--- src/rmsc_pkg.sv ---
// ----------------------------------------------------------------------------
// rmsc_pkg
// Types, codes and constants shared by the radio modem session controller.
// ----------------------------------------------------------------------------
package rmsc_pkg;

  localparam logic [3:0] INIT_STEPS    = 4'd11;
  localparam logic [7:0] MAX_PORT      = 8'd223;
  localparam logic [7:0] LIMIT_DEFAULT = 8'd242;
  localparam logic [7:0] LIMIT_STEP    = 8'd2;
  localparam logic [2:0] RESET_CNT_MAX = 3'd7;

  localparam int CFG_DATA_W = 22;
  localparam int CFG_IDX_W  = 3;

  localparam logic [CFG_IDX_W-1:0] CFG_CREDENTIALS   = 3'd0;
  localparam logic [CFG_IDX_W-1:0] CFG_RESP_TIMEOUT  = 3'd1;
  localparam logic [CFG_IDX_W-1:0] CFG_FAST_WAIT     = 3'd2;
  localparam logic [CFG_IDX_W-1:0] CFG_SLOW_WAIT     = 3'd3;
  localparam logic [CFG_IDX_W-1:0] CFG_MAX_RESENDS   = 3'd4;
  localparam logic [CFG_IDX_W-1:0] CFG_FAST_LIMIT    = 3'd5;

  localparam logic [19:0] RESP_TIMEOUT_RST = 20'd30000;
  localparam logic [19:0] FAST_WAIT_RST    = 20'd10;
  localparam logic [21:0] SLOW_WAIT_RST    = 22'd900000;
  localparam logic [2:0]  MAX_RESENDS_RST  = 3'd5;
  localparam logic [2:0]  FAST_LIMIT_RST   = 3'd2;

  localparam logic [2:0] OP_TICK   = 3'd0;
  localparam logic [2:0] OP_REPLY  = 3'd1;
  localparam logic [2:0] OP_SEND   = 3'd2;
  localparam logic [2:0] OP_START  = 3'd3;
  localparam logic [2:0] OP_RELOAD = 3'd4;

  localparam logic [2:0] RK_INIT_DONE = 3'd0;
  localparam logic [2:0] RK_OK        = 3'd1;
  localparam logic [2:0] RK_JOINED    = 3'd2;
  localparam logic [2:0] RK_ACK       = 3'd3;
  localparam logic [2:0] RK_ERROR     = 3'd4;
  localparam logic [2:0] RK_DOWNLINK  = 3'd5;
  localparam logic [2:0] RK_OTHER     = 3'd6;
  localparam logic [2:0] RK_MALFORMED = 3'd7;

  localparam logic [7:0] ERR_NO_NETWORK   = 8'd80;
  localparam logic [7:0] ERR_TOO_LONG     = 8'd87;
  localparam logic [7:0] ERR_NOT_JOINED_A = 8'd95;
  localparam logic [7:0] ERR_NOT_JOINED_B = 8'd96;
  localparam logic [7:0] ERR_BUSY_A       = 8'd97;
  localparam logic [7:0] ERR_BUSY_B       = 8'd98;
  localparam logic [7:0] ERR_IGNORE_A     = 8'd100;
  localparam logic [7:0] ERR_SIZE         = 8'd101;
  localparam logic [7:0] ERR_IGNORE_B     = 8'd104;

  localparam logic [2:0] CMD_NONE    = 3'd0;
  localparam logic [2:0] CMD_INIT    = 3'd1;
  localparam logic [2:0] CMD_RESTART = 3'd2;
  localparam logic [2:0] CMD_JOIN    = 3'd3;
  localparam logic [2:0] CMD_ALIVE   = 3'd4;
  localparam logic [2:0] CMD_SEND    = 3'd5;
  localparam logic [2:0] CMD_RESEND  = 3'd6;

  localparam logic [1:0] ACK_NONE = 2'd0;
  localparam logic [1:0] ACK_OK   = 2'd1;
  localparam logic [1:0] ACK_FAIL = 2'd2;

  localparam logic [3:0] M_OFF      = 4'd0;
  localparam logic [3:0] M_WINIT    = 4'd1;
  localparam logic [3:0] M_WINITOK  = 4'd2;
  localparam logic [3:0] M_WRESTART = 4'd3;
  localparam logic [3:0] M_WJOIN    = 4'd4;
  localparam logic [3:0] M_WOK      = 4'd5;
  localparam logic [3:0] M_WACK     = 4'd6;
  localparam logic [3:0] M_IDLE     = 4'd7;
  localparam logic [3:0] M_UNCONF   = 4'd8;

  typedef struct packed {
    logic        credentials_valid;
    logic [19:0] response_timeout_ms;
    logic [19:0] fast_reset_wait_ms;
    logic [21:0] slow_reset_wait_ms;
    logic [2:0]  max_resends;
    logic [2:0]  fast_reset_limit;
  } rmsc_cfg_t;

  typedef struct packed {
    logic [2:0] op;
    logic [2:0] reply_kind;
    logic [7:0] error_code;
  } rmsc_item_t;

  typedef struct packed {
    logic [2:0] command;
    logic [3:0] init_index;
    logic [7:0] port;
    logic [1:0] ack_report;
    logic       chip_enable;
    logic [3:0] session_state;
    logic       connected;
    logic       request_accepted;
    logic [7:0] payload_limit;
  } rmsc_result_t;

  function automatic logic [7:0] port_after(input logic [7:0] last);
    logic [7:0] p;
    p = last + 8'd1;
    if (p > MAX_PORT || p == 8'd0) begin
      p = 8'd0;
    end
    return p;
  endfunction

endpackage

--- src/rmsc_item_if.sv ---
// ----------------------------------------------------------------------------
// rmsc_item_if
// Input channel: events and module replies into the session controller.
// ----------------------------------------------------------------------------
interface rmsc_item_if;
  logic       valid;
  logic       ready;
  logic [2:0] op;
  logic [2:0] reply_kind;
  logic [7:0] error_code;

  modport source (output valid, op, reply_kind, error_code, input ready);
  modport sink (input valid, op, reply_kind, error_code, output ready);
endinterface

--- src/rmsc_result_if.sv ---
// ----------------------------------------------------------------------------
// rmsc_result_if
// Output channel: one result per input transaction.
// ----------------------------------------------------------------------------
interface rmsc_result_if;
  logic       valid;
  logic       ready;
  logic [2:0] command;
  logic [3:0] init_index;
  logic [7:0] port;
  logic [1:0] ack_report;
  logic       chip_enable;
  logic [3:0] session_state;
  logic       connected;
  logic       request_accepted;
  logic [7:0] payload_limit;

  modport source (
    output valid, command, init_index, port, ack_report, chip_enable,
           session_state, connected, request_accepted, payload_limit,
    input  ready
  );
  modport sink (
    input  valid, command, init_index, port, ack_report, chip_enable,
           session_state, connected, request_accepted, payload_limit,
    output ready
  );
endinterface

--- src/rmsc_cfg_regs.sv ---
// ----------------------------------------------------------------------------
// rmsc_cfg_regs
// Configuration register file, write only.
// ----------------------------------------------------------------------------
module rmsc_cfg_regs import rmsc_pkg::*; (
  input  logic                  clk,
  input  logic                  rst,
  input  logic                  cfg_wr_en,
  input  logic [CFG_IDX_W-1:0]  cfg_index,
  input  logic [CFG_DATA_W-1:0] cfg_data,
  output rmsc_cfg_t             cfg
);

  always_ff @(posedge clk) begin
    if (rst) begin
      cfg.credentials_valid   <= 1'b0;
      cfg.response_timeout_ms <= RESP_TIMEOUT_RST;
      cfg.fast_reset_wait_ms  <= FAST_WAIT_RST;
      cfg.slow_reset_wait_ms  <= SLOW_WAIT_RST;
      cfg.max_resends         <= MAX_RESENDS_RST;
      cfg.fast_reset_limit    <= FAST_LIMIT_RST;
    end else if (cfg_wr_en) begin
      case (cfg_index)
        CFG_CREDENTIALS:  cfg.credentials_valid   <= cfg_data[0];
        CFG_RESP_TIMEOUT: cfg.response_timeout_ms <= cfg_data[19:0];
        CFG_FAST_WAIT:    cfg.fast_reset_wait_ms  <= cfg_data[19:0];
        CFG_SLOW_WAIT:    cfg.slow_reset_wait_ms  <= cfg_data[21:0];
        CFG_MAX_RESENDS:  cfg.max_resends         <= cfg_data[2:0];
        CFG_FAST_LIMIT:   cfg.fast_reset_limit    <= cfg_data[2:0];
        default: ;
      endcase
    end
  end

endmodule

--- src/rmsc_core.sv ---
// ----------------------------------------------------------------------------
// rmsc_core
// Session state registers and the single-pass next-state and result logic.
// ----------------------------------------------------------------------------
module rmsc_core import rmsc_pkg::*; (
  input  logic         clk,
  input  logic         rst,
  input  logic         accept,
  input  rmsc_item_t   item,
  input  rmsc_cfg_t    cfg,
  output rmsc_result_t res
);

  logic [3:0]  session_mode, session_mode_next;
  logic [3:0]  step_idx, step_idx_next;
  logic [2:0]  resend_cnt, resend_cnt_next;
  logic [2:0]  reset_cnt, reset_cnt_next;
  logic        slow_backoff, slow_backoff_next;
  logic [31:0] ms_since_reply, ms_since_reply_next;
  logic [31:0] ms_since_off, ms_since_off_next;
  logic        backup_held, backup_held_next;
  logic [7:0]  last_port, last_port_next;
  logic [7:0]  limit_now, limit_now_next;

  logic        reset_req;
  logic        retry_req;
  logic        is_conn;
  logic        is_ok;
  logic [21:0] off_wait;
  logic [2:0]  cmd;
  logic [3:0]  idx;
  logic [7:0]  port;
  logic [1:0]  ack;
  logic        acc;

  always_comb begin
    session_mode_next   = session_mode;
    step_idx_next       = step_idx;
    resend_cnt_next     = resend_cnt;
    reset_cnt_next      = reset_cnt;
    slow_backoff_next   = slow_backoff;
    ms_since_reply_next = ms_since_reply;
    ms_since_off_next   = ms_since_off;
    backup_held_next    = backup_held;
    last_port_next      = last_port;
    limit_now_next      = limit_now;
    reset_req = 1'b0;
    retry_req = 1'b0;
    cmd  = CMD_NONE;
    idx  = 4'd0;
    port = 8'd0;
    ack  = ACK_NONE;
    acc  = 1'b0;
    is_conn = session_mode == M_WOK || session_mode == M_WACK || session_mode == M_IDLE;
    is_ok   = item.reply_kind == RK_OK || item.reply_kind == RK_JOINED;
    off_wait = slow_backoff ? cfg.slow_reset_wait_ms : {2'b00, cfg.fast_reset_wait_ms};

    case (item.op)
      OP_TICK: begin
        if (ms_since_reply != 32'hFFFF_FFFF) begin
          ms_since_reply_next = ms_since_reply + 32'd1;
        end
        if (ms_since_off != 32'hFFFF_FFFF) begin
          ms_since_off_next = ms_since_off + 32'd1;
        end
        if (session_mode == M_OFF) begin
          if (ms_since_off_next > {10'd0, off_wait}) begin
            session_mode_next = M_WINIT;
            step_idx_next     = 4'd0;
          end
        end else if (session_mode != M_IDLE && session_mode != M_UNCONF) begin
          if (ms_since_reply_next > {12'd0, cfg.response_timeout_ms}) begin
            if (session_mode == M_WOK || session_mode == M_WACK) begin
              ack = ACK_FAIL;
            end
            reset_req = 1'b1;
          end
        end
      end
      OP_REPLY: begin
        ms_since_reply_next = 32'd0;
        if (item.reply_kind == RK_ERROR) begin
          case (item.error_code)
            ERR_NO_NETWORK, ERR_BUSY_A, ERR_BUSY_B: retry_req = 1'b1;
            ERR_TOO_LONG, ERR_SIZE: begin
              limit_now_next = (limit_now >= LIMIT_STEP) ? limit_now - LIMIT_STEP : 8'd0;
              ack = ACK_FAIL;
              reset_req = 1'b1;
            end
            ERR_NOT_JOINED_A, ERR_NOT_JOINED_B: begin
              if (is_conn) begin
                retry_req = 1'b1;
              end else begin
                reset_req = 1'b1;
              end
            end
            ERR_IGNORE_A, ERR_IGNORE_B: ;
            default: reset_req = 1'b1;
          endcase
        end else if (item.reply_kind == RK_DOWNLINK || item.reply_kind == RK_MALFORMED) begin
        end else if (item.reply_kind == RK_ACK && session_mode != M_WACK) begin
        end else begin
          case (session_mode)
            M_WINIT: begin
              if (item.reply_kind == RK_INIT_DONE) begin
                session_mode_next = M_WINITOK;
                idx = step_idx;
                step_idx_next = step_idx + 4'd1;
                cmd = CMD_INIT;
              end
            end
            M_WINITOK: begin
              if (is_ok) begin
                if (step_idx == INIT_STEPS) begin
                  session_mode_next = M_WRESTART;
                  cmd = CMD_RESTART;
                end else if (step_idx < INIT_STEPS) begin
                  idx = step_idx;
                  step_idx_next = step_idx + 4'd1;
                  cmd = CMD_INIT;
                end
              end
            end
            M_WRESTART: begin
              if (item.reply_kind == RK_INIT_DONE) begin
                session_mode_next = M_WJOIN;
                cmd = CMD_JOIN;
              end
            end
            M_WJOIN: begin
              if (item.reply_kind == RK_JOINED) begin
                session_mode_next = M_WOK;
                last_port_next = port_after(last_port);
                port = last_port_next;
                cmd = CMD_ALIVE;
              end
            end
            M_WOK: begin
              if (is_ok) begin
                session_mode_next = M_WACK;
              end
            end
            M_WACK: begin
              if (item.reply_kind == RK_ACK) begin
                session_mode_next = M_IDLE;
                reset_cnt_next    = 3'd0;
                resend_cnt_next   = 3'd0;
                backup_held_next  = 1'b0;
                ack = ACK_OK;
              end
            end
            default: ;
          endcase
        end
      end
      OP_SEND: begin
        if (session_mode == M_IDLE) begin
          session_mode_next = M_WOK;
          last_port_next = port_after(last_port);
          port = last_port_next;
          cmd = CMD_SEND;
          ms_since_reply_next = 32'd0;
          backup_held_next = 1'b1;
          acc = 1'b1;
        end
      end
      OP_START: begin
        if (session_mode == M_OFF) begin
          if (cfg.credentials_valid) begin
            session_mode_next = M_WINIT;
            step_idx_next     = 4'd0;
          end else begin
            session_mode_next = M_UNCONF;
          end
        end
      end
      OP_RELOAD: begin
        if (cfg.credentials_valid) begin
          reset_cnt_next = 3'd0;
          reset_req = 1'b1;
        end
      end
      default: ;
    endcase

    // retry: resend from backup or give up
    if (retry_req) begin
      if (resend_cnt >= cfg.max_resends) begin
        resend_cnt_next = 3'd0;
        reset_req = 1'b1;
        ack = ACK_FAIL;
      end else begin
        resend_cnt_next = resend_cnt + 3'd1;
        if (backup_held) begin
          session_mode_next = M_WOK;
          last_port_next = port_after(last_port);
          port = last_port_next;
          cmd = CMD_RESEND;
          ms_since_reply_next = 32'd0;
        end
      end
    end

    // module power-off, ignored while already off
    if (reset_req && session_mode != M_OFF) begin
      session_mode_next = M_OFF;
      ms_since_off_next = 32'd0;
      if (reset_cnt_next < RESET_CNT_MAX) begin
        reset_cnt_next = reset_cnt_next + 3'd1;
      end
      slow_backoff_next = reset_cnt_next > cfg.fast_reset_limit;
    end

    res.command          = cmd;
    res.init_index       = idx;
    res.port             = port;
    res.ack_report       = ack;
    res.chip_enable      = session_mode_next != M_OFF && session_mode_next != M_UNCONF;
    res.session_state    = session_mode_next;
    res.connected        = session_mode_next == M_WOK || session_mode_next == M_WACK ||
                           session_mode_next == M_IDLE;
    res.request_accepted = acc;
    res.payload_limit    = limit_now_next;
  end

  always_ff @(posedge clk) begin
    if (rst) begin
      session_mode   <= M_OFF;
      step_idx       <= 4'd0;
      resend_cnt     <= 3'd0;
      reset_cnt      <= 3'd0;
      slow_backoff   <= 1'b0;
      ms_since_reply <= 32'd0;
      ms_since_off   <= 32'd0;
      backup_held    <= 1'b0;
      last_port      <= 8'd0;
      limit_now      <= LIMIT_DEFAULT;
    end else if (accept) begin
      session_mode   <= session_mode_next;
      step_idx       <= step_idx_next;
      resend_cnt     <= resend_cnt_next;
      reset_cnt      <= reset_cnt_next;
      slow_backoff   <= slow_backoff_next;
      ms_since_reply <= ms_since_reply_next;
      ms_since_off   <= ms_since_off_next;
      backup_held    <= backup_held_next;
      last_port      <= last_port_next;
      limit_now      <= limit_now_next;
    end
  end

endmodule

--- src/rmsc_out_reg.sv ---
// ----------------------------------------------------------------------------
// rmsc_out_reg
// Result register; loads a new result whenever the slot is free or draining.
// ----------------------------------------------------------------------------
module rmsc_out_reg import rmsc_pkg::*; (
  input  logic                 clk,
  input  logic                 rst,
  input  logic                 load,
  input  rmsc_result_t         res,
  output logic                 free,
  rmsc_result_if.source        result
);

  logic         valid;
  rmsc_result_t held;

  assign free = !valid || result.ready;

  always_ff @(posedge clk) begin
    if (rst) begin
      valid <= 1'b0;
    end else if (load) begin
      valid <= 1'b1;
    end else if (result.ready) begin
      valid <= 1'b0;
    end
  end

  always_ff @(posedge clk) begin
    if (load) begin
      held <= res;
    end
  end

  assign result.valid            = valid;
  assign result.command          = held.command;
  assign result.init_index       = held.init_index;
  assign result.port             = held.port;
  assign result.ack_report       = held.ack_report;
  assign result.chip_enable      = held.chip_enable;
  assign result.session_state    = held.session_state;
  assign result.connected        = held.connected;
  assign result.request_accepted = held.request_accepted;
  assign result.payload_limit    = held.payload_limit;

endmodule

--- src/radio_modem_session_controller.sv ---
// ----------------------------------------------------------------------------
// radio_modem_session_controller
// Each result is registered, valid in the cycle after its input is accepted.
// Throughput: 1 transaction per cycle while the result register drains.
// Reset: synchronous; session off, counters zero, limit 242, result empty.
// ----------------------------------------------------------------------------
module radio_modem_session_controller import rmsc_pkg::*; (
  input  logic                  clk,
  input  logic                  rst,
  input  logic                  cfg_wr_en,
  input  logic [CFG_IDX_W-1:0]  cfg_index,
  input  logic [CFG_DATA_W-1:0] cfg_data,
  rmsc_item_if.sink             item,
  rmsc_result_if.source         result
);

  rmsc_cfg_t    cfg;
  rmsc_item_t   cur_item;
  rmsc_result_t res;
  logic         free;
  logic         accept;

  assign item.ready = free;
  assign accept     = item.valid && free;

  assign cur_item.op         = item.op;
  assign cur_item.reply_kind = item.reply_kind;
  assign cur_item.error_code = item.error_code;

  rmsc_cfg_regs u_cfg_regs (
    .clk       (clk),
    .rst       (rst),
    .cfg_wr_en (cfg_wr_en),
    .cfg_index (cfg_index),
    .cfg_data  (cfg_data),
    .cfg       (cfg)
  );

  rmsc_core u_core (
    .clk    (clk),
    .rst    (rst),
    .accept (accept),
    .item   (cur_item),
    .cfg    (cfg),
    .res    (res)
  );

  rmsc_out_reg u_out_reg (
    .clk    (clk),
    .rst    (rst),
    .load   (accept),
    .res    (res),
    .free   (free),
    .result (result)
  );

  a_accept_gives_result: assert property (
    @(posedge clk) disable iff (rst) accept |=> result.valid
  ) else $error("accepted transaction produced no result");

  a_request_goes_wait_ok: assert property (
    @(posedge clk) disable iff (rst)
    (result.valid && result.request_accepted) |->
      (result.command == CMD_SEND && result.session_state == M_WOK)
  ) else $error("accepted request without send command");

  a_port_only_on_send: assert property (
    @(posedge clk) disable iff (rst)
    (result.valid && result.port != 8'd0) |->
      (result.command == CMD_ALIVE || result.command == CMD_SEND ||
       result.command == CMD_RESEND)
  ) else $error("port reported without a send");

  a_connected_powered: assert property (
    @(posedge clk) disable iff (rst)
    (result.valid && result.connected) |-> result.chip_enable
  ) else $error("connected while module powered off");

endmodule

--- src/flat_wrapper.sv ---
// flat-port wrapper written by rule: the top's interface ports become plain ports
module radio_modem_session_controller_flat import rmsc_pkg::*;
  (clk, rst, cfg_wr_en, cfg_index, cfg_data, item_valid, item_op, item_reply_kind, item_error_code, item_ready, result_valid, result_command, result_init_index, result_port, result_ack_report, result_chip_enable, result_session_state, result_connected, result_request_accepted, result_payload_limit, result_ready);
  rmsc_item_if item_i ();
  rmsc_result_if result_i ();
  input  logic clk;
  input  logic rst;
  input  logic cfg_wr_en;
  input  logic [CFG_IDX_W-1:0] cfg_index;
  input  logic [CFG_DATA_W-1:0] cfg_data;
  input wire logic [$bits(item_i.valid)-1:0] item_valid;
  input wire logic [$bits(item_i.op)-1:0] item_op;
  input wire logic [$bits(item_i.reply_kind)-1:0] item_reply_kind;
  input wire logic [$bits(item_i.error_code)-1:0] item_error_code;
  output wire logic [$bits(item_i.ready)-1:0] item_ready;
  output wire logic [$bits(result_i.valid)-1:0] result_valid;
  output wire logic [$bits(result_i.command)-1:0] result_command;
  output wire logic [$bits(result_i.init_index)-1:0] result_init_index;
  output wire logic [$bits(result_i.port)-1:0] result_port;
  output wire logic [$bits(result_i.ack_report)-1:0] result_ack_report;
  output wire logic [$bits(result_i.chip_enable)-1:0] result_chip_enable;
  output wire logic [$bits(result_i.session_state)-1:0] result_session_state;
  output wire logic [$bits(result_i.connected)-1:0] result_connected;
  output wire logic [$bits(result_i.request_accepted)-1:0] result_request_accepted;
  output wire logic [$bits(result_i.payload_limit)-1:0] result_payload_limit;
  input wire logic [$bits(result_i.ready)-1:0] result_ready;
  assign item_i.valid = item_valid;
  assign item_i.op = item_op;
  assign item_i.reply_kind = item_reply_kind;
  assign item_i.error_code = item_error_code;
  assign item_ready = item_i.ready;
  assign result_valid = result_i.valid;
  assign result_command = result_i.command;
  assign result_init_index = result_i.init_index;
  assign result_port = result_i.port;
  assign result_ack_report = result_i.ack_report;
  assign result_chip_enable = result_i.chip_enable;
  assign result_session_state = result_i.session_state;
  assign result_connected = result_i.connected;
  assign result_request_accepted = result_i.request_accepted;
  assign result_payload_limit = result_i.payload_limit;
  assign result_i.ready = result_ready;
  radio_modem_session_controller u_core (.clk(clk), .rst(rst), .cfg_wr_en(cfg_wr_en), .cfg_index(cfg_index), .cfg_data(cfg_data), .item(item_i), .result(result_i));
endmodule
--- config.mk ---
export PLATFORM = sky130hd
export DESIGN_NAME = radio_modem_session_controller_flat
export DESIGN_NICKNAME = d
export VERILOG_FILES = /design/src/rmsc_pkg.sv /design/src/rmsc_item_if.sv /design/src/rmsc_result_if.sv /design/src/rmsc_cfg_regs.sv /design/src/rmsc_core.sv /design/src/rmsc_out_reg.sv /design/src/radio_modem_session_controller.sv /design/src/flat_wrapper.sv
export SDC_FILE = /design/constraint.sdc
export NUM_CORES = 1
export LEC_CHECK = 0
export BUFFER_PORTS_ARGS = -buffer_cell sky130_fd_sc_hd__buf_2
export CAP_MARGIN = 20
export CORE_UTILIZATION = 50
export CTS_CLUSTER_SIZE = 8
export DETAILED_ROUTE_END_ITERATION = 10
export PLACE_DENSITY = 0.68
export SLEW_MARGIN = 25
export SYNTH_ARGS = -nofsm -noshare
export SYNTH_HDL_FRONTEND = slang
export SYNTH_SLANG_ARGS = --single-unit
--- constraint.sdc ---
create_clock -name clk -period 5 [get_ports clk]
set_input_delay 1.5 -clock clk [delete_from_list [all_inputs] [get_ports clk]]
set_output_delay 1.5 -clock clk [all_outputs]
set_load 0.05 [all_outputs]
Word level (Yosys, flattened, before mapping):

Cells that the tools add are included.

* register bits after elaboration: 198
* bits in latches: 0
* memory bits (writable): 0
* memory bits (read-only): 0
* memories: 0

* add/subtract/negate cells: 7
* multiply operators: 0
* div/mod/pow operators: 0
* magnitude comparators: 8
* equal/unequal tests: 59
* shifts and indexed selects: 0
* muxes and demuxes: 146
* bitwise gates (word level): 1
* reductions and logical operators: 44

Operators with widths (number)
* 2-to-1 mux 32 bit: 10
* 2-to-1 mux 8 bit: 23
* 2-to-1 mux 4 bit: 34
* one-hot mux 32 bit (3 select lines): 1
* 2-to-1 mux 3 bit: 25
* == test 8 x 7 -> 1 bit, second input constant: 9
* adder 32 x 1 -> 32 bit, second input constant: 2
* != test 32 bit, second input constant: 2
* > comparator 32 x 20 -> 1 bit: 1
* > comparator 32 x 22 -> 1 bit: 1
* one-hot mux 8 bit (2 select lines): 2
* == test 4 x 3 -> 1 bit, second input constant: 7
* 2-to-1 mux 1 bit: 26
* != test 2 bit, second input constant: 12
* one-hot mux 4 bit (6 select lines): 1
* 2-to-1 mux 2 bit: 11
* 2-to-1 mux 22 bit: 1
* == test 3 x 2 -> 1 bit, second input constant: 6
* == test 3 bit, second input constant: 6
* one-hot mux 4 bit (2 select lines): 2
* one-hot mux 4 bit (4 select lines): 1
* AND reduction 2 bit: 8
* AND reduction 14 bit: 1
* != test 3 bit, second input constant: 4
* other kinds (40): 69

Depth between registers and ports, before layout:

Gate-level depths: netlist of the first run.

* depth after elaboration: 15
* mapped depth: 21
* gate-level depth less buffers: 18

By module:

Synthesis of the first run repeated with hierarchy kept, for this count alone.

* cell total of the unflattened synthesis: 1419
* area total of the unflattened synthesis: 12169.2 um^2

Modules (own cells, without submodules)
* rmsc_core: times used 1, cells an instance 1106, area an instance 8296.7 um^2, seq. area each 1921.8 um^2
* rmsc_cfg_regs: times used 1, cells an instance 276, area an instance 2859.0 um^2, seq. area each 1381.3 um^2
* rmsc_out_reg: times used 1, cells an instance 36, area an instance 1007.2 um^2, seq. area each 980.9 um^2
* radio_modem_session_controller: times used 1, cells an instance 1, area an instance 6.3 um^2, seq. area each 0.0 um^2

Worst setup path before layout of the first run:

OpenSTA, ideal clock, no wires.

* kind: flip-flop to flip-flop
* from: register u_core.u_core.ms_since_reply[18]
* to: register u_core.u_core.session_mode[3]
* data arrival time: 4.373 ns
* data required time: 4.897 ns
* slack: 0.524 ns
* cell stages (with the launch flop): 20
* buffers on the path: 2
* period minus slack after synthesis: 4.476 ns
* path through: dfxtp_1 -> clkbuf_1 -> nand4_1 -> or4_1 -> o31a_1 -> nor3b_1 -> and3_1 -> nand3_1 -> xnor2_1 -> ha_1 -> nand4_1 -> nor4_1 -> mux2i_1 -> o41ai_1 -> nand4_1 -> nor4b_4 -> or2_1 -> buf_6 -> nand2_2 -> a2111oi_2

* cells in the longest elaborated chain, start to end: 12

Ends and longest elaborated chain
* start, declared: RTL line rmsc_core.sv:19 `logic [31:0] ms_since_reply, ms_since_reply_next;`
* start signal, assigned: RTL line rmsc_core.sv:244 `ms_since_reply <= ms_since_reply_next;`
* adder 32 x 1 -> 32 bit / != test 32 bit (equally long branches): RTL line rmsc_core.sv:61, rmsc_core.sv:60
* 2-to-1 mux 32 bit *: RTL line rmsc_core.sv:60 `if (ms_since_reply != 32'hFFFF_FFFF) begin`
* 2-to-1 mux 32 bit *: RTL line rmsc_core.sv:58 `case (item.op)`
* > comparator 32 x 20 -> 1 bit *: RTL line rmsc_core.sv:72 `if (ms_since_reply_next > {12'd0, cfg.response_timeout_ms}) begin`
* 2-to-1 mux 1 bit *: RTL line rmsc_core.sv:72
* 2-to-1 mux 1 bit *: RTL line rmsc_core.sv:71 `end else if (session_mode != M_IDLE && session_mode != M_UNCONF) begin`
* 2-to-1 mux 1 bit *: RTL line rmsc_core.sv:66 `if (session_mode == M_OFF) begin`
* one-hot mux 1 bit (3 select lines) *: RTL line rmsc_core.sv:58
* 2-to-1 mux 1 bit: RTL line rmsc_core.sv:188 `if (resend_cnt >= cfg.max_resends) begin`
* 2-to-1 mux 1 bit *: RTL line rmsc_core.sv:187 `if (retry_req) begin`
* logical AND 1 bit *: RTL line rmsc_core.sv:205 `if (reset_req && session_mode != M_OFF) begin`
* 2-to-1 mux 4 bit *: RTL line rmsc_core.sv:205
* end signal, assigned: RTL line rmsc_core.sv:239 `session_mode <= session_mode_next;`
* end, declared: RTL line rmsc_core.sv:14 `logic [3:0] session_mode, session_mode_next;`

Every way passes the cells marked *; elsewhere a longest branch is shown, timed or not. The select of a mux whose other input is x is not followed.
A chain may end at the register's enable or synchronous reset.

Worst setup path after layout of the first run:

* from: register u_core.u_core.ms_since_reply[15]
* to: register u_core.u_core.ms_since_off[1]

* cells in the longest elaborated chain, start to end: 13

Ends and longest elaborated chain
* adder 32 x 1 -> 32 bit / != test 32 bit (equally long branches): RTL line rmsc_core.sv:61, rmsc_core.sv:60
* 2-to-1 mux 32 bit *: RTL line rmsc_core.sv:60
* 2-to-1 mux 32 bit *: RTL line rmsc_core.sv:58
* > comparator 32 x 20 -> 1 bit *: RTL line rmsc_core.sv:72
* 2-to-1 mux 1 bit *: RTL line rmsc_core.sv:72
* 2-to-1 mux 1 bit *: RTL line rmsc_core.sv:71
* 2-to-1 mux 1 bit *: RTL line rmsc_core.sv:66
* one-hot mux 1 bit (3 select lines) *: RTL line rmsc_core.sv:58
* 2-to-1 mux 1 bit: RTL line rmsc_core.sv:188
* 2-to-1 mux 1 bit *: RTL line rmsc_core.sv:187
* logical AND 1 bit *: RTL line rmsc_core.sv:205
* nonzero test 2 bit (no source line)
* AND reduction 2 bit (no source line)
* end signal, assigned: RTL line rmsc_core.sv:245 `ms_since_off <= ms_since_off_next;`
* end, declared: RTL line rmsc_core.sv:20 `logic [31:0] ms_since_off, ms_since_off_next;`

Marked as above.

==> summary.txt, run 1 <==
Logic synthesis
  • Sequential area share after synthesis: 0.368
  • Share of synthesized registers carrying an async set or reset: 0
  • Post-synth EDFFs: 32
  • Leading area contributor after synthesis: dfxtp_1
  • YS warnings: 0
  • Synth Flop Type: dfxtp_1
  • #FFs+latches synth: 198
  • Yosys cell types: 80
  • Main area contributors after synthesis: dfxtp_1 29%, edfxtp_1 8.3%, nand2_1 7.4%
  • Syn Std Cell Area: 11,600 µm²
  • Share of the synthesized area in the top cell type: 0.286
  • Post-synthesis area per instance: 8.04 µm²
  • Syn_nets: 1,546
  • Cells after synthesis: 1,447

Global routing
  • Initial antenna violation count: 0
  • Total global routing overflow: 0
  • GRT Total Usage: 0.251
  • Number of global-route vias before repair: 9,773
  • Largest net degree at the start of global routing: 91
  • First-pass GRT wire length: 48.7 mm

Worst setup path
  • FF-to-FF path depth: 19
  • Crit path launch type: flip-flop
  • CP max-delay cell: or4_4
  • Arr. time, crit path: 5.07 ns
  • Crit-path max cell delay: 0.57 ns
  • Worst Path Max Fanout: 13
  • CP cell instances: nand4_1 > or4_4 > o31a_1 > nor3b_1 > and3_1 > nand3_1 > xnor2_1 > ha_1 > nand4_1 > or3_1 > a21oi_1 > o41ai_2 > nand4_1 > nor4b_4 > buf_4 > or2_4 > buf_4 > a31oi_1 > o22ai_1
  • CP dominant cell by count: nand4_1
  • Crit. End Element: flip-flop
  • CP Data Required Time: 5.30 ns
  • WS Path Type: reg2reg

Clocking
  • CTS Buffer Depth: 2
  • Clk_lat worst skew: 0.45 ns
  • Clock-pin slew on the worst setup and hold paths: 0.08 ns
  • Hold Buf Count CTS: 0
  • CTS sink count: 198
  • Clk root buf: clkbuf_16
  • CTS H-tree depth: 4
  • TritonCTS clock tree: yes
  • Num CTS Buffers: 17

Finish
  • Area delta synth->final: 13.8%
  • Final Cell Area: 13,200 µm²
  • Post-layout util: 0.583
  • Commonest non-fill, non-tap cells in the layout: 230 x nand2_1, 162 x dfxtp_1, 120 x nor2_1, 106 x a21oi_1, 76 x buf_2
  • # diodes: 0
  • Share of layout cells above drive strength 1: 0.145
  • Final Net Count: 1,622
  • Most common cell after layout, fill and taps aside: nand2_1

Timing
  • Finish-stage setup viols: 0
  • Slew margin rel.: 0.315
  • Fmax: 210 MHz
  • Slew Limit Fails: 0
  • Fin crit period: 4.76 ns
  • Sum Neg Setup Slack: 0 ns
  • Final worst-path cycle share: 0.953
  • RSZ-0062 raised after global routing: no
  • Final count of hold timing violations: 0
  • Setup Skew: 0.0141 ns
  • Least-Margin Pin Slew: 1.03 ns

Min path
  • Hold Path Cell Cnt: 2
  • Path type of the worst min-delay path: reg2reg

Drt
  • Pre-antenna DRT Iters: 5
  • Via count: 10,800
  • Metal-1 WL: 14.1 mm
  • Post-DRT Antenna Nets: 0
  • Final WL: 29.7 mm
  • Top Metal Used: met4
  • Met3 WL: 1.51 mm
  • Met2 WL post-DR: 13.6 mm
  • DR iter-0 viols: 914
  • Remaining DRCs: 0
  • Vias/cell: 5.96
  • Routed len/inst: 16.3 µm

Power and ir drop
  • Peak supply drop: 231 µV
  • Power Density: 256 nW/µm²
  • Final Power: 0.00339 W
  • P_leak: 5.15 nW

Die
  • Die Area: 23,900 µm²
  • Starting Density: 0.512
  • Top-level port count: 78
  • Die H: 155 µm
  • CORE AREA: 22,700 µm²
  • Num rows: 55
  • Die Width: 155 µm

Run
  • Max_cap viols: 0

Placement
  • HPWL Detailed: 21.2 mm
  • GPL Wtd Cong: 0.866
  • Port Buffer Count: 77
  • Post-DP Area: 12,500 µm²

Outcome
  • Run status: complete, no violations
-- Yosys cell counts (all sizes together) (26+ instances only) --
| cell type | n |
|---|---|
| and3 | 26 |
| clkbuf | 69 |
| nor3 | 46 |
| o21ai | 52 |
| dfxtp | 166 |
| nand3 | 68 |
| mux2i | 32 |
| edfxtp | 32 |
| nand4 | 37 |
| nand2 | 231 |
| inv | 48 |
| a21oi | 107 |
| nor2 | 121 |
| xnor2 | 31 |
| ha | 55 |
-- metrics by stage --
| step | instances | setup slack (ns) | hold slack (ns) |
|---|---|---|---|
| 2_1_floorplan | 1447 | 0.524 | 0.433 |
| 3_3_place_gp | 1787 | 0.0347 | 0.441 |
| 3_5_place_dp | 1787 | -0.0647 | 0.447 |
| 4_1_cts | 1819 | 0.0574 | 0.458 |
| 5_1_grt | 1821 | 0.0203 | 0.477 |
| 6_report | 1821 | 0.237 | 0.457 |
-- final timing paths --
path                                         start                       endpoint  slack, ns
setup reg to reg  u_core.u_core.ms_since_reply[15]  u_core.u_core.ms_since_off[1]       0.24
hold / removal            u_core.u_cfg_regs.cfg[8]       u_core.u_cfg_regs.cfg[8]       0.46
hold reg to reg           u_core.u_cfg_regs.cfg[8]       u_core.u_cfg_regs.cfg[8]       0.46
setup / recovery  u_core.u_core.ms_since_reply[15]  u_core.u_core.ms_since_off[1]       0.24
-- flip-flops by register name, indices dropped and copies added (netlist names), 2 cells and up --
register                               cells
u_core.u_out_reg.result.session_state      4
u_core.u_out_reg.result.command            3
u_core.u_core.resend_cnt                   3
u_core.u_cfg_regs.cfg                     69
u_core.u_core.limit_now                    8
u_core.u_core.ms_since_reply              32
u_core.u_core.reset_cnt                    3
u_core.u_out_reg.result.ack_report         2
u_core.u_out_reg.result.port               8
u_core.u_core.step_idx                     4
u_core.u_core.last_port                    8
u_core.u_out_reg.result.init_index         4
u_core.u_core.session_mode                 4
u_core.u_out_reg.result.payload_limit      8
u_core.u_core.ms_since_off                32
-- power by group --
| part | switching (W) | leakage, nW | internal, W |
|---|---|---|---|
| combinational | 0.000192 | 3.18 | 0.0000770 |
| clock | 0.000754 | 0.308 | 0.000701 |
| sequential | 0.0000165 | 1.66 | 0.00165 |
| total | 0.000963 | 5.15 | 0.00243 |
-- worst max-delay path, delay by kind of cell (launching register included) --
kind,cells,cell delay (ns)
adders and majority gates,1,0.32
buffers and inverters,2,0.36
DFF,1,0.38
AOI/OAI and AO/OA,5,0.94
xor gates and xnor gates,1,0.10
and+or+nand+nor,10,2.51
-- layer usage --
metal  global-route usage  up-vias
met3               0.0333       31
met5                    0        -
li1                     -     5371
met1                0.352     5127
met4               0.0726        0
met2                0.404      319
-- area by class of cell --
cell class	count	area, µm²
clock buffer	17	425
clock inverter	15	211
fill	2137	9470
inverter	49	184
multi-input combinational	1115	6900
sequential	198	4290
tap	285	357
timing repair buffer	142	876
-- repair_timing --
action	in CTS	in global routing
endpoints found under the setup margin	12	36
buffers inserted	0	1
gates cloned	0	1
hold endpoints to repair	0	0
pin swaps	0	4
resized for setup	3	10
-- logic make-up after synthesis --
family / after synthesis / share of synthesized area
AO/OA/AOI/OAI: 330 / 0.188
XOR/XNOR: 53 / 0.0399
adder cells (fa/ha/maj): 55 / 0.0591
buffers and inverters: 135 / 0.0458
flip-flops: 198 / 0.368
multiplexers: 36 / 0.0314
AND/OR/NAND/NOR: 640 / 0.268
Power figures use the tool's default switching activity.
==> run 2: changes to the inputs <==
RECOVER_POWER = 50   (was not set)
==> summary.txt, run 2 (synthesis gave the netlist of run 1 again) <==
Power and ir drop
  • Sw Ratio: 0.285 (was 0.284)
  • Logic gate share of total power: 0.078 (was 0.079)
  • Flop pwr share: 0.492 (was 0.491)
  • Peak supply drop: 231 µV (about the same)
  • Clock network power share: 0.430 (was 0.429)
  • P_leak: 5.04 nW (was 5.15 nW)
  • P_int: 0.00242 W (was 0.00243 W)
  • Psw: 0.000966 W (was 0.000963 W)
  • Power Density: 257 nW/µm² (was 256 nW/µm²)

Finish
  • Share of layout cells above drive strength 1: 0.122 (was 0.145)
  • Most common cell after layout, fill and taps aside: nand2_1 (unchanged)
  • Final Net Count: 1,622 (unchanged)
  • Most flop-heavy register: u_core.u_cfg_regs.cfg (unchanged)
  • Max reg flops: 69 (unchanged)
  • Commonest non-fill, non-tap cells in the layout: 230 x nand2_1, 162 x dfxtp_1, 120 x nor2_1, 106 x a21oi_1, 68 x nand3_1 (was 230 x nand2_1, 162 x dfxtp_1, 120 x nor2_1, 106 x a21oi_1, 76 x buf_2)
  • Area delta synth->final: 13.3% (was 13.8%)
  • Fin cells: 1,821 (unchanged)
  • Post-layout util: 0.581 (was 0.583)
  • Regs by FF count: u_core.u_cfg_regs.cfg (69), u_core.u_core.ms_since_off (32), u_core.u_core.ms_since_reply (32) (unchanged)
  • # diodes: 0 (unchanged)

Timing
  • Sum Neg Setup Slack: 0 ns (unchanged)
  • Finish-stage setup viols: 0 (unchanged)
  • Setup Skew: 0.0156 ns (was 0.0141 ns)
  • Final count of hold timing violations: 0 (unchanged)
  • RSZ-0062 raised after global routing: no (unchanged)
  • Slew margin rel.: -0.298 (was 0.315)
  • Slew Limit Fails: 91 (was 0)
  • Fin crit period: 4.74 ns (was 4.76 ns)
  • Least-Margin Pin Slew: 1.95 ns (was 1.03 ns)
  • Fmax: 211 MHz (was 210 MHz)
  • Final worst-path cycle share: 0.949 (was 0.953)
  • Fin Hold WS: 0.457 ns (about the same)

Drt
  • Remaining DRCs: 0 (unchanged)
  • Vias/cell: 5.95 (was 5.96)
  • Final WL: 29.8 mm (was 29.7 mm)
  • Pre-antenna DRT Iters: 6 (was 5)
  • Via count: 10,800 (about the same)
  • Post-DRT Antenna Nets: 0 (unchanged)
  • Routed len/inst: 16.4 µm (was 16.3 µm)
  • DR iter-0 viols: 912 (was 914)

Worst setup path
  • Worst flop-to-flop path endpoint: u_core.u_core.ms_since_off[1] (unchanged)
  • Crit. End Element: flip-flop (unchanged)
  • Setup crit start: u_core.u_core.ms_since_reply[15] (unchanged)
  • WS Path Type: reg2reg (unchanged)
  • FF-to-FF path depth: 19 (unchanged)
  • Arr. time, crit path: 5.05 ns (was 5.07 ns)
  • Crit path launch type: flip-flop (unchanged)
  • CP Data Required Time: 5.30 ns (about the same)
  • Reg-to-Reg Start: u_core.u_core.ms_since_reply[15] (unchanged)
  • Flop-to-flop setup slack: 0.26 ns (was 0.24 ns)
  • Worst Path Max Fanout: 13 (unchanged)

Global routing
  • Largest net degree at the start of global routing: 91 (unchanged)
  • First-pass GRT wire length: 48.7 mm (unchanged)
  • Initial antenna violation count: 0 (unchanged)
  • GRT Total Usage: 0.251 (unchanged)
  • Number of global-route vias before repair: 9,773 (unchanged)
  • Total global routing overflow: 0 (unchanged)

Clocking
  • Num CTS Buffers: 17 (unchanged)
  • Hold Buf Count CTS: 0 (unchanged)
  • CTS H-tree depth: 4 (unchanged)
  • Clk_lat worst skew: 0.45 ns (about the same)
  • Clk root buf: clkbuf_16 (unchanged)
  • Clock-pin slew on the worst setup and hold paths: 0.08 ns (about the same)
  • CTS Buffer Depth: 2 (unchanged)
  • CTS sink count: 198 (unchanged)
  • TritonCTS clock tree: yes (unchanged)

Placement
  • GPL Wtd Cong: 0.866 (unchanged)
  • Port Buffer Count: 77 (unchanged)
  • HPWL Detailed: 21.2 mm (unchanged)
  • # placed instances: 1,787 (unchanged)

Min path
  • Hold endpoint: u_core.u_cfg_regs.cfg[8] (unchanged)
  • Worst hold start: u_core.u_cfg_regs.cfg[8] (unchanged)
  • Path type of the worst min-delay path: reg2reg (unchanged)
  • Hold Path Cell Cnt: 2 (unchanged)

Die
  • Die H: 155 µm (unchanged)
  • Die Width: 155 µm (unchanged)
  • Die Area: 23,900 µm² (unchanged)
  • Starting Density: 0.512 (unchanged)
  • Num rows: 55 (unchanged)
  • Top-level port count: 78 (unchanged)
  • CORE AREA: 22,700 µm² (unchanged)

Outcome
  • Violated checks: capacitance limit, slew limit
  • Run status: finished, violations left (was complete, no violations)

Run
  • Max_cap viols: 1 (was 0)
run 2: cell count changes in the layout (fill, tap and decap cells not counted):
cell and change:
buf_2 -34, clkbuf_1 +36, buf_4 -3, clkbuf_2 +1
run 2: layout make-up:
class | instances | area (µm²)
Timing Repair Buffer | 142 | 823
Inverter | 49 | 184
Sequential cell | 198 | 4290
Clock inverter | 15 | 211
Tap cell | 285 | 357
Fill cell | 2165 | 9520
Multi-Input combinational cell | 1115 | 6900
Clock buffer | 17 | 425
run 2: routing by layer:
| layer | vias up | part of all wire | global-route usage |
|---|---|---|---|
| met1 | 5146 | 0.48 | 0.352 |
| li1 | 5366 | - | - |
| met4 | 0 | 0.014 | 0.0726 |
| met2 | 292 | 0.46 | 0.404 |
| met3 | 29 | 0.049 | 0.0333 |
| met5 | - | 0 | 0 |
run 2: worst max path at each step:
stage | end | slack [ns] | depth (start not counted)
finish | u_core.u_core.ms_since_off[1] | 0.26 | 19
global route | u_core.u_core.ms_since_off[16] | 0.02 | 19
CTS | u_core.u_core.session_mode[3] | 0.06 | 18
detailed placement | u_core.u_core.ms_since_off[16] | -0.06 | 18
global placement | u_core.u_core.ms_since_off[16] | 0.03 | 18
floorplan | u_core.u_core.session_mode[3] | 0.52 | 19
run 2: worst max-delay path: stages (launching register included):
cell	delay, ns
dfxtp_2	0.38
nand4_1	0.20
or4_4	0.57
o31a_1	0.32
nor3b_1	0.17
and3_1	0.22
nand3_1	0.14
xnor2_1	0.10
ha_1	0.32
nand4_1	0.20
or3_1	0.43
a21oi_1	0.20
o41ai_2	0.10
nand4_1	0.20
nor4b_4	0.08
buf_4	0.17
or2_4	0.31
buf_4	0.19
a31oi_1	0.18
o22ai_1	0.12
run 2: per-stage QoR:
stage	total power [W]	cell area [µm²]	setup WS, ns
5_1_grt	0.00350	13200	0.0203
4_1_cts	0.00341	13200	0.0574
6_report	0.00339	13200	0.256
2_1_floorplan	0.00188	11600	0.524
3_5_place_dp	0.00197	12500	-0.0647
3_3_place_gp	0.00197	12500	0.0347
run 2: what timing repair did:
item | in CTS | in global routing
pin swaps | 0 | 4
cloned | 0 | 1
setup endpoints to repair | 12 | 36
resized for setup | 3 | 10
buffers inserted | 0 | 1
run 2: power by group through the flow:
stage          sequential (W)  clock, W  combinational, W
6_report              0.00167   0.00146          0.000264
3_3_place_gp          0.00170         0          0.000263
3_5_place_dp          0.00170         0          0.000266
2_1_floorplan         0.00175         0          0.000134
5_1_grt               0.00167   0.00154          0.000288
4_1_cts               0.00167   0.00148          0.000267
==> run 3: changes to the inputs <==
CORE_UTILIZATION = 31   (was 50)
PLACE_DENSITY = 0.46   (was 0.68)
==> summary.txt, run 3 (synthesis gave the netlist of run 1 again) <==
Outcome
  • Run status: finished, violations left (unchanged)
  • Violated checks: capacitance limit, slew limit (unchanged)

Worst setup path
  • CP max-delay cell: or4_4 (unchanged)
  • CP Data Required Time: 5.38 ns (was 5.30 ns)
  • WS Path Type: reg2reg (unchanged)
  • Crit path launch type: flip-flop (unchanged)
  • Arr. time, crit path: 5.07 ns (was 5.05 ns)
  • Crit-path max cell delay: 0.54 ns (was 0.57 ns)
  • Worst Path Max Fanout: 15 (was 13)
  • Crit. End Element: flip-flop (unchanged)
  • CP cell instances: nand3_1 > or4_4 > o21a_4 > nor2b_2 > and3_1 > and3_4 > xor2_1 > ha_1 > nand4_1 > or3_1 > a21oi_1 > o41ai_2 > nand4_1 > buf_6 > nor4b_4 > buf_4 > o21ai_4 > buf_12 > or3_1 > o21ai_1 (was nand4_1 > or4_4 > o31a_1 > nor3b_1 > and3_1 > nand3_1 > xnor2_1 > ha_1 > nand4_1 > or3_1 > a21oi_1 > o41ai_2 > nand4_1 > nor4b_4 > buf_4 > or2_4 > buf_4 > a31oi_1 > o22ai_1)

Timing
  • Fmax: 213 MHz (was 211 MHz)
  • Final worst-path cycle share: 0.937 (was 0.949)
  • RSZ-0062 raised after global routing: yes (was no)
  • Setup ws final: 0.313 ns (was 0.256 ns)
  • Final count of hold timing violations: 0 (unchanged)
  • Slew margin rel.: -0.539 (was -0.298)
  • Least-Margin Pin Slew: 2.31 ns (was 1.95 ns)
  • Setup Skew: 0.0171 ns (was 0.0156 ns)
  • Fin crit period: 4.69 ns (was 4.74 ns)
  • Fin Hold WS: 0.458 ns (was 0.457 ns)
  • Finish-stage setup viols: 0 (unchanged)
  • Sum Neg Setup Slack: 0 ns (unchanged)
  • Slew Limit Fails: 106 (was 91)

Power and ir drop
  • Logic gate share of total power: 0.083 (was 0.078)
  • P_int: 0.00239 W (was 0.00242 W)
  • P_leak: 5.04 nW (about the same)
  • Peak supply drop: 246 µV (was 231 µV)
  • Power Density: 246 nW/µm² (was 257 nW/µm²)
  • Psw: 0.000912 W (was 0.000966 W)
  • Final Power: 0.00330 W (was 0.00339 W)
  • Sw Ratio: 0.277 (was 0.285)
  • Flop pwr share: 0.505 (was 0.492)
  • Clock network power share: 0.411 (was 0.430)

Global routing
  • Largest net degree at the start of global routing: 69 (was 91)
  • Gr busiest metal: met2 (unchanged)
  • Total global routing overflow: 0 (unchanged)
  • Global-route track usage on met1: 0.238 (was 0.352)
  • Met3 Track Usage GR: 0.0227 (was 0.0333)
  • Number of global-route vias before repair: 9,928 (was 9,773)
  • GRT Total Usage: 0.175 (was 0.251)
  • GR Util met2: 0.292 (was 0.404)
  • Initial antenna violation count: 0 (unchanged)
  • First-pass GRT wire length: 53.8 mm (was 48.7 mm)

Finish
  • Max reg flops: 69 (unchanged)
  • Final Cell Area: 13,400 µm² (was 13,200 µm²)
  • Regs by FF count: u_core.u_cfg_regs.cfg (69), u_core.u_core.ms_since_off (32), u_core.u_core.ms_since_reply (32) (unchanged)
  • Area delta synth->final: 15.1% (was 13.3%)
  • Most common cell after layout, fill and taps aside: nand2_1 (unchanged)
  • Commonest non-fill, non-tap cells in the layout: 229 x nand2_1, 160 x dfxtp_1, 119 x nor2_1, 107 x a21oi_1, 66 x nand3_1 (was 230 x nand2_1, 162 x dfxtp_1, 120 x nor2_1, 106 x a21oi_1, 68 x nand3_1)
  • Share of layout cells above drive strength 1: 0.128 (was 0.122)
  • Filler instances: 3,904 (was 2,165)
  • Final Net Count: 1,619 (was 1,622)
  • # diodes: 0 (unchanged)
  • Most flop-heavy register: u_core.u_cfg_regs.cfg (unchanged)

Drt
  • Post-DRT Antenna Nets: 0 (unchanged)
  • DR iter-0 viols: 615 (was 912)
  • Pre-antenna DRT Iters: 5 (was 6)
  • Remaining DRCs: 0 (unchanged)
  • Via count: 10,500 (was 10,800)
  • Routed len/inst: 16.7 µm (was 16.4 µm)
  • Vias/cell: 5.26 (was 5.95)
  • Final WL: 33.5 mm (was 29.8 mm)

Placement
  • GPL Wtd Cong: 0.833 (was 0.866)
  • Worst slack at placement: -0.101 ns (was -0.0647 ns)
  • Post-DP Area: 12,700 µm² (was 12,500 µm²)
  • HPWL Detailed: 23.7 mm (was 21.2 mm)
  • Port Buffer Count: 77 (unchanged)

Clocking
  • Clock-pin slew on the worst setup and hold paths: 0.08 ns (about the same)
  • Num CTS Buffers: 17 (unchanged)
  • Clk root buf: clkbuf_16 (unchanged)
  • Clk_lat worst skew: 0.45 ns (about the same)
  • CTS sink count: 198 (unchanged)
  • CTS H-tree depth: 4 (unchanged)
  • Hold Buf Count CTS: 0 (unchanged)
  • TritonCTS clock tree: yes (unchanged)
  • CTS Buffer Depth: 2 (unchanged)

Die
  • Die Width: 196 µm (was 155 µm)
  • Top-level port count: 78 (unchanged)
  • Die H: 196 µm (was 155 µm)
  • Num rows: 70 (was 55)
  • CORE AREA: 36,800 µm² (was 22,700 µm²)
  • Starting Density: 0.316 (was 0.512)
  • Die Area: 38,300 µm² (was 23,900 µm²)

Min path
  • Path type of the worst min-delay path: reg2reg (unchanged)

Run
  • Max_cap viols: 2 (was 1)
==> run 3: changes by cell type in the layout (fill, tap and decap cells not counted), sizes merged <==
cell	previous run	this run
buf	105	103
clkinvlp	0	1
clkinv	8	6
clkbuf	54	55
o21ai	53	52
==> run 3: layout make-up <==
type,count,area (µm²),area share
multi-input cells,1114,6920,0.517
flip-flops and latches,198,4290,0.321
repair buffers,140,846,0.0631
well taps,468,586,0.0437
clock buffers,18,429,0.0320
inverters,49,184,0.0137
clock inverters,14,136,0.0102
==> run 3: critical path, delay by kind of cell (launching register included) <==
| kind | cells | cell delay [ns] |
|---|---|---|
| AOI/OAI and AO/OA | 5 | 0.86 |
| xor gates and xnor gates | 1 | 0.13 |
| adders and majority gates | 1 | 0.29 |
| buffers and inverters | 3 | 0.51 |
| DFF | 1 | 0.46 |
| and+or+nand+nor | 10 | 2.34 |
==> run 3: final timing paths <==
kind,from,endpoint,slack [ns],cells after the start
setup / recovery,u_core.u_core.ms_since_reply[10],u_core.u_core.ms_since_off[0],0.31,20
hold / removal,u_core.u_cfg_regs.cfg[23],u_core.u_cfg_regs.cfg[23],0.46,2
setup reg to reg,u_core.u_core.ms_since_reply[10],u_core.u_core.ms_since_off[0],0.31,20
hold reg to reg,u_core.u_cfg_regs.cfg[23],u_core.u_cfg_regs.cfg[23],0.46,2
==> run 3: power groups by stage <==
stage / Clock (W) / Sequential, W / Combinational [W]
3_3_place_gp: 0 / 0.00170 / 0.000278
3_5_place_dp: 0 / 0.00170 / 0.000279
2_1_floorplan: 0 / 0.00175 / 0.000134
5_1_grt: 0.00146 / 0.00167 / 0.000302
4_1_cts: 0.00141 / 0.00167 / 0.000280
6_report: 0.00136 / 0.00167 / 0.000275
==> run 3: routing by layer <==
metal	routed length [µm]	up-vias	share of wire
met5	0	-	0
met1	16600	5008	0.49
met4	446	0	0.013
met3	864	27	0.026
met2	15600	144	0.47
li1	-	5353	-
==> run 3: through the flow <==
step           std cells   util
3_5_place_dp        1962  0.345
2_1_floorplan       1447      -
4_1_cts             1995  0.361
3_3_place_gp        1962  0.345
6_report            2001  0.364
5_1_grt             2001  0.364
==> run 3: timing repair <==
item | 4_1_cts | 5_1_grt
resized for setup | 1 | 29
buffers inserted | 1 | 5
gates cloned | 0 | 1
pin swaps | 1 | 13
setup endpoints to repair | 33 | 47
hold endpoints to repair | 0 | 0
